[config.mk]
export PLATFORM = sky130hd
export DESIGN_NAME = bfq_divu
export DESIGN_NICKNAME = d
export VERILOG_FILES = /design/src/sv/bloom_filter_insert_query_defines.svh /design/src/sv/bfq_pkg.sv /design/src/sv/bfq_divu.sv
export SDC_FILE = /design/constraint.sdc
export NUM_CORES = 1
export LEC_CHECK = 0
export BUFFER_PORTS_ARGS = -buffer_cell sky130_fd_sc_hd__buf_4
export CORE_ASPECT_RATIO = 0.5
export CORE_UTILIZATION = 35
export DETAILED_ROUTE_END_ITERATION = 8
export SLEW_MARGIN = 20
export SYNTH_ARGS = -nofsm -noshare
export SYNTH_HDL_FRONTEND = slang
export SYNTH_SLANG_ARGS = --single-unit
[constraint.sdc]
create_clock -name clk -period 6.6 [get_ports clk]
set_input_delay 0.66 -clock clk [delete_from_list [all_inputs] [get_ports clk]]
set_output_delay 0.66 -clock clk [all_outputs]
set_load 0.005 [all_outputs]
[src/sv/bloom_filter_insert_query_defines.svh]
// Assertion macros shared by the RTL
`ifndef BLOOM_FILTER_INSERT_QUERY_DEFINES_SVH
`define BLOOM_FILTER_INSERT_QUERY_DEFINES_SVH
// assert that a implies b on the same edge
`define BFQ_ASSERT_IMP(label, clk, rst_n, a, b) \
	label: assert property (@(posedge clk) disable iff (!rst_n) (a) |-> (b)) \
		else $error("assertion failed");
// assert that a implies b on the next edge
`define BFQ_ASSERT_NEXT(label, clk, rst_n, a, b) \
	label: assert property (@(posedge clk) disable iff (!rst_n) (a) |=> (b)) \
		else $error("assertion failed");
`endif

[src/sv/bfq_pkg.sv]
package bfq_pkg;
	localparam int unsigned DefMaxBits   = 1048576;
	localparam int unsigned DefMaxHashes = 8;
	localparam int unsigned BitCountW    = 21;
	localparam int unsigned NumHashesW   = 4;
	localparam logic [0:0] CfgBitCount  = 1'b0;
	localparam logic [0:0] CfgNumHashes = 1'b1;
	localparam logic OpInsert = 1'b0;
	localparam logic OpQuery  = 1'b1;

	function automatic logic [31:0] rotl32(input logic [31:0] x, input int unsigned r);
		rotl32 = (x << r) | (x >> (32 - r));
	endfunction
endpackage

[src/sv/bfq_divu.sv]
// 32-bit by 21-bit restoring remainder, one quotient bit a cycle
module bfq_divu import bfq_pkg::*; (
	input  logic                 clk,
	input  logic                 arst_n,
	input  logic                 start,
	input  logic [31:0]          dividend,
	input  logic [BitCountW-1:0] divisor,
	output logic                 done,
	output logic [BitCountW-1:0] rem
);
	logic [31:0]          num_q;
	logic [BitCountW:0]   rem_q;
	logic [BitCountW-1:0] div_q;
	logic [5:0]           cnt_q;
	logic                 busy_q;
	logic [BitCountW:0]   trial;
	logic [BitCountW+1:0] diff;

	always_comb begin
		trial = {rem_q[BitCountW-1:0], num_q[31]};
		diff  = {1'b0, trial} - {2'b00, div_q};
	end

	always_ff @(posedge clk or negedge arst_n) begin
		if (!arst_n) begin
			busy_q <= 1'b0;
			done   <= 1'b0;
			cnt_q  <= '0;
		end else begin
			done <= 1'b0;
			if (start) begin
				busy_q <= 1'b1;
				num_q  <= dividend;
				div_q  <= divisor;
				rem_q  <= '0;
				cnt_q  <= 6'd32;
			end else if (busy_q) begin
				num_q <= num_q << 1;
				rem_q <= diff[BitCountW+1] ? trial : diff[BitCountW:0];
				cnt_q <= cnt_q - 6'd1;
				if (cnt_q == 6'd1) begin
					busy_q <= 1'b0;
					done   <= 1'b1;
				end
			end
		end
	end

	assign rem = rem_q[BitCountW-1:0];
endmodule

## Word-level counts from Yosys, hierarchy flattened

Index checks and enable logic that the tools add are counted.

| storage, ports and cells | value |
|---|---|
| word-level logic and storage cells | 24 |
| ROM bits | 0 |
| RAM bits | 0 |
| output and inout bits | 22 |
| input bits | 56 |
| memories kept | 0 |
| flip-flop bits (word level) | 83 |
| latch bits | 0 |

| operators by class | value |
|---|---|
| multipliers | 0 |
| reduce and logical (&&, ||, !) cells | 3 |
| bitwise logic cells | 0 |
| magnitude comparators | 0 |
| add/sub/neg operators | 2 |
| divide/modulo/power cells | 0 |
| shift operators | 0 |
| equality and inequality tests | 1 |
| multiplexer cells | 12 |

Operators by type and width:

| operator | count |
|---|---|
| $mux 32 | 2 |
| $mux 22 | 2 |
| $sub 22x21->23 | 1 |
| $mux 6 | 2 |
| $eq 6x1->1 const B | 1 |
| $mux 1 | 6 |
| $sub 6x1->6 const B | 1 |
| $reduce_and 2->1 | 2 |
| $reduce_bool 2->1 | 1 |

## Depth between registers and ports, before layout

Gate-level depths: netlist of run 1.

| depth | value |
|---|---|
| depth in word-level cells | 4 |
| depth in mapped cells | 12 |
| mapped depth without buffers | 10 |

## Worst setup path after synthesis of run 1

OpenSTA, ideal clock, no wires.

| timing | value |
|---|---|
| path kind | input -> register |
| from | input start |
| to | register num_q[0], enable pin |
| arrival | 2432 ps |
| setup time | 425 ps |
| required time | 6175 ps |
| path buffers | 1 |
| cell stages on the path | 3 |
| setup slack | 3743 ps |
| path through | clkbuf_1 > nor2_1 > nor2b_1 |

| on the way | value |
|---|---|
| longest elaborated chain between the ends | 2 |

RTL lines:

| what | RTL line | text |
|---|---|---|
| start, declared | bfq_divu.sv:5 | `input logic start,` |
| $reduce_bool 2->1 (no line) | n/a |  |
| $reduce_and 2->1 (no line) | n/a |  |
| end signal, assigned | bfq_divu.sv:33 | `num_q <= dividend;` |
| end signal, assigned | bfq_divu.sv:38 | `num_q <= num_q << 1;` |
| end, declared | bfq_divu.sv:11 | `logic [31:0] num_q;` |

Every way passes these cells.
A chain may end at the register's enable or synchronous reset.

## Final worst setup path of run 1

| timing | value |
|---|---|
| from | register rem_q[1] |
| to | register rem_q[0], data pin |

| on the way | value |
|---|---|
| longest elaborated chain between the ends | 3 |

RTL lines:

| what | RTL line | text |
|---|---|---|
| start, declared | bfq_divu.sv:12 | `logic [BitCountW:0] rem_q;` |
| start signal, assigned | bfq_divu.sv:39 | `rem_q <= diff[BitCountW+1] ? trial : diff[BitCountW:0];` |
| $sub 22x21->23 | bfq_divu.sv:21 | `diff = {1'b0, trial} - {2'b00, div_q};` |
| $mux 22 | bfq_divu.sv:39 |  |
| $mux 22 | bfq_divu.sv:37 | `end else if (busy_q) begin` |

Every way passes these cells.

==> results of run 1 <==
==> final timing paths <==
kind | startpoint | to | slack (ns) | cells after the start
setup / recovery | rem_q[1] | rem_q[0] | 3.26 | 8
min in group clk | divisor[1] | div_q[1] | 0.49 | 1
hold / removal | arst_n | cnt_q[0] | 0.27 | 1
setup reg to reg | rem_q[1] | rem_q[0] | 3.26 | 8
hold reg to reg | cnt_q[4] | done | 0.51 | 1
max in group asynchronous | arst_n | done | 6.02 | 1
==> sequential cells by signal, summed over array words and instances (netlist names) <==
name	cells
busy_q	1
done	1
num_q	32
rem_q	21
cnt_q	6
div_q	21
==> report_power, final <==
part | switching (mW) | total, mW | internal [mW]
clock | 0.238 | 0.509 | 0.271
combinational | 0.380 | 0.687 | 0.307
sequential | 0.0575 | 0.718 | 0.661
==> routing by layer <==
| metal | routed length, um | vias up | part of all wire | track usage |
|---|---|---|---|---|
| met4 | 95 | 0 | 0.0089 | 0.0467 |
| met2 | 4730 | 86 | 0.44 | 0.234 |
| li1 | - | 1743 | - | - |
| met3 | 600 | 9 | 0.056 | 0.0481 |
| met1 | 5250 | 1694 | 0.49 | 0.213 |
| met5 | 0 | - | 0 | 0 |
==> placed cells by master (no fill, tap or decap), types with 4 or more instances in the layout <==
cell	instances
nor2_1	35
a311oi_1	5
mux2_2	31
a21o_1	7
nand2b_1	4
nand4_1	5
o21ai_0	7
inv_1	28
o21a_1	7
dfrtp_1	8
buf_4	79
o31ai_1	4
o21bai_1	4
xor2_1	6
nand2_1	33
a21oi_1	24
a311oi_2	4
ha_1	23
a211oi_1	5
edfxtp_1	74
nand3_1	10
xnor2_1	9
clkbuf_16	9
==> final cells by class <==
type / count / area (um2)
inverters: 28 / 105
well taps: 170 / 213
flip-flops and latches: 82 / 2420
repair buffers: 79 / 593
clock buffers: 9 / 225
multi-input cells: 293 / 2160
clock inverters: 7 / 76.3
fillers: 1222 / 7190
==> logic make-up after synthesis <==
kind of cell / synth area share
fa+ha+maj: 0.0642
buf+inv: 0.0449
simple gates: 0.121
xor+xnor: 0.0274
compound gates: 0.160
mux: 0.0770
flops: 0.505
==> reports/metrics.yaml, run 1 <==
synth_most_common_cell: "edfxtp_1"
fin_nets: 573
hp-class: "in2async"
hpwl_um: 7200
via_per_inst: 5.29
hold_viol_final: 0
seq_area_frac_synth: 0.505
max_stage_delay_ns: 0.83
cts_resized: 0
synth_warnings: 0
fin_crit_ns: 3.34
synth_nets: 503
cp_top_family: "compound AO/OA/AOI/OAI gates"
hold_slack_ns: 0.271
cts_sinks: 82
instances_no_fill: 668
drive_above_1_share: 0.275
crit_path_start_kind: "flip-flop"
die_area_um2: 14200
synthTopCellsByCount: "74 x edfxtp_1, 35 x nor2_1, 33 x nand2_1"
max_freq_mhz: 299
drtIter0Drc: 188
finalMaxSlewViolations: 0
worstPathArrival_ns: 3.40
syn-mean-instance-area_um2: 11.3
setup_viol: 0
via_count: 3532
grt_pass1_vias: 3397
synth_edf_count: 74
synthesis.area_um2: 4790
fp.coreArea_um2: 13000
setup_tns_ns: 0
drt-total-wl_um: 10700
synth_seq_cells: 82
ys.flop_type: "edfxtp_1"
globalRouteTotalUtil: 0.155
leakage_nw: 2.37
slowest_stage: "o21ai_2"
cts_setup_buffers: 0
clock_skew_ns: 0.0102
cp.required_ns: 6.66
clkTransAtPathRegs_ns: 0.07
power.total_mw: 1.91
maxSlewHeadroom: 0.331
ys_top_cells_by_area: "edfxtp_1 46%, mux2_2 7.3%, ha_1 6.0%, dfrtp_1 4.2%, nor2_1 2.7%"
status: "completed"
die_w_um: 167
synth_top_cell_area_share: 0.464
grt_max_degree: 62
power.density_nw_per_um2: 330
io_pins: 78
die_h_um: 84.7
dpl_cell_area_um2: 5490
gp_congestion: 0.808
ctsHtreeMaxLevel: 3
n_antenna_cell: 0
syn-instance-count: 423
drc: 0
grt_pass1_wl_um: 17200
wl_per_cell_um: 16.0
utilization: 0.446
grt_antenna_before_repair: 0
clk_latency_ns: 0.35
fin_ws_ns: 3.26
crit_buf_inv: 0
crit_type: "reg2reg"
crit_chain: "ha_1 -> nor2b_1 -> o31a_1 -> o311ai_2 -> a21oi_2 -> o21ai_2 -> or4_1 -> o311ai_1"
ctsLongestPathBuffers: 2
cp-end-kind: "flip-flop"
drt_first_pass_iters: 5
synth.largest_area_cell: "edfxtp_1"
post-place-ws_ns: 3.32
worst_pin_slew_ns: 1.00
synth.distinct_cells: 66
area_delta_synth_final_pct: 21.0
maxCapViolations: 0
fin_crit_sh: 0.506
numCtsBuffers: 9
ctsHoldBuffers: 0
ant_nets: 0
start_util: 0.369
placed_cells: 652
grt_overflow: 0
cts_tree: "done"
ir_drop_mv: 0.141
critPathMaxFanout: 20
port_buffers: 77
stdcell_area_um2: 5800
num_rows: 29
rsz0062_at_grt: "false"
root_buffer: "clkbuf_16"
synthArstFlopShare: 0.0976
Note: power is estimated with default switching activity, not from simulation.
==> inputs of run 2 (changes only) <==
Clock period 6.6 ns to 2.7 ns, I/O delays scaled along.
==> run 2 against run 1 <==
The flow now finishes with violations (setup timing). Via count increased by 8.4%. Final cell count increased by 11%. Combinational power increased to 3.4 times the previous value. Clock-buffer cell count unchanged. Setup slack got worse by 3.3 ns. Highest routed layer unchanged.
==> reports/metrics.yaml, run 2 (synthesis results as in run 1) <==
status: "finished with violations"
violations: "setup timing"
finalMaxSlewViolations: 0  # unchanged
stdcell_area_um2: 6490  # +12%
maxCapViolations: 0  # unchanged
multi_input_comb_area_um2: 2270  # +5.2%
maxSlewHeadroom: 0.574  # +0.243
io_pins: 78  # unchanged
globalRouteTotalUtil: 0.171  # +0.0162
switching_share: 0.336  # -0.0173
cts_tree: "done"
setup_tns_ns: -0.120  # -0.120 ns
fp.coreArea_um2: 13000  # unchanged
setup_viol: 2  # +2
hpwl_um: 8390  # +17%
post-place-ws_ns: -0.153  # -3.47 ns
grt_antenna_before_repair: 0  # unchanged
p_seq_frac: 0.322  # -0.053
die_w_um: 167  # unchanged
grtUsageMet2: 0.284  # +0.0504
start_util: 0.369  # unchanged
use_met3: 0.0504  # +0.00236
drt-total-wl_um: 11900  # +11%
gp_congestion: 0.862  # +6.7%
slowest_stage: "or4_1"
die_area_um2: 14200  # unchanged
grt_pass1_wl_um: 19100  # +11%
area_delta_synth_final_pct: 35.4
port_buffers: 77  # unchanged
hp-class: "in2reg"
grt_pass1_vias: 3898  # +15%
cts_sinks: 82  # unchanged
via_count: 3827  # +8.4%
fillerInstances: 1181  # -3.4%
worstPathArrival_ns: 2.94  # -0.46 ns
ant_nets: 0  # unchanged
fin_crit_ns: 2.78  # -0.562 ns
numCtsBuffers: 9  # unchanged
crit_type: "reg2reg"
leakage_nw: 2.75  # +16%
cp-end-kind: "flip-flop"
num_rows: 29  # unchanged
clkPwrFrac: 0.238  # -0.028
busiest_layer: "met2"
critPathMaxFanout: 6  # -70%
crit_path_start_kind: "flip-flop"
drc: 0  # unchanged
layout_commonest_cell: "buf_4"
wl_per_cell_um: 16.1  # +0.45%
power.total_mw: 5.34  # +180%
root_buffer: "clkbuf_16"
dpl_cell_area_um2: 5950  # +8.4%
intPower_mw: 3.54  # +190%
drtIter0Drc: 190  # +1.1%
clkTransAtPathRegs_ns: 0.07  # about the same
drive_above_1_share: 0.394  # +0.119
largest_reg_flops: 32  # unchanged
rsz0062_at_grt: "true"
cp.required_ns: 2.86  # -3.80 ns
crit_chain: "ha_1 -> a21o_1 -> a21o_1 -> a21o_1 -> or3_4 -> o21a_2 -> buf_4 -> or4_1 -> o311ai_2"
use_met1: 0.221  # +0.00775
power.density_nw_per_um2: 822  # +150%
hold_slack_ns: 0.106  # -0.165 ns
cpMostUsedCell: "a21o_1"
top_register: "num_q"
clk_latency_ns: 0.34  # about the same
ctsLongestPathBuffers: 2  # unchanged
via_per_inst: 5.18  # -2.1%
switchingPower_mw: 1.79  # +170%
grt_max_degree: 37  # -40%
max_stage_delay_ns: 0.43  # -0.40 ns
hold_viol_final: 0  # unchanged
ir_drop_mv: 0.408  # +190%
final_cell_mix: "141 x buf_4, 74 x edfxtp_1, 35 x nor2_1"
comb_power_share: 0.440  # +0.081
fin_crit_sh: 1.03  # +0.523
worst_pin_slew_ns: 0.630  # -0.373 ns
grt_overflow: 0  # unchanged
area.sequential_um2: 2420  # unchanged
die_h_um: 84.7  # unchanged
ctsHtreeMaxLevel: 3  # unchanged
fin_ws_ns: -0.0773  # -3.34 ns
fin_nets: 644  # +12%
max_freq_mhz: 360  # +20%
reg_top3: "num_q (32), div_q (21), rem_q (21)"
n_antenna_cell: 0  # unchanged
drt_first_pass_iters: 5  # unchanged
clock_skew_ns: 0.00633  # -0.00383 ns
## run 2: path summary, 6_finish.rpt
kind                                  from       end  slack [ns]  cells after the start
worst max-delay path             rem_q[14]  rem_q[0]       -0.08                      9
worst min-delay path            divisor[0]  div_q[0]        0.11                      1
worst max register to register   rem_q[14]  rem_q[0]       -0.08                      9
worst min register to register    cnt_q[4]      done        0.53                      1
max in group asynchronous           arst_n      done        1.86                      3
min in group asynchronous           arst_n  cnt_q[1]        0.30                      2
## run 2: metal layers
layer / wire [um] / vias to the layer above / share of wire
met3: 744 / 9 / 0.063
met1: 5520 / 1833 / 0.46
met2: 5520 / 102 / 0.47
met5: 0 / - / 0
met4: 79 / 0 / 0.0067
li1: - / 1883 / -
## run 2: power by group through the flow
stage | sequential (mW) | clock, mW | combinational, mW
finish | 1.72 | 1.27 | 2.35
global route | 1.74 | 1.34 | 2.55
CTS | 1.72 | 1.30 | 2.24
detailed placement | 1.74 | 0 | 2.09
global placement | 1.73 | 0 | 2.06
floorplan | 1.75 | 0 | 1.26
## run 2: stage by stage
| step | cells | utilization |
|---|---|---|
| floorplan | 423 | - |
| CTS | 737 | 0.492 |
| global placement | 712 | 0.458 |
| detailed placement | 712 | 0.458 |
| finish | 739 | 0.499 |
| global route | 739 | 0.499 |
## run 2: what timing repair did
item                                    4_1_cts  5_1_grt
setup buffers                                 7        2
gates cloned                                  1        0
hold buffers                                  1        0
pin swaps                                    18       14
hold endpoints to repair                      3        0
resized for setup                            16       18
endpoints found under the setup margin       15       21
## run 2: cell type report
cell class / count / share of cell area
flip-flops and latches: 82 / 0.373
multi-input cells: 293 / 0.350
repair buffers: 150 / 0.180
clock buffers: 9 / 0.0347
well taps: 170 / 0.0328
inverters: 28 / 0.0162
clock inverters: 7 / 0.0125
## run 2: critical path, delay by kind of cell, from the launching register on
kind / cells / cell delay (ns)
compound gates: 5 / 0.94
fa+ha+maj: 1 / 0.32
buf+inv: 1 / 0.17
flops: 1 / 0.39
simple gates: 2 / 0.78
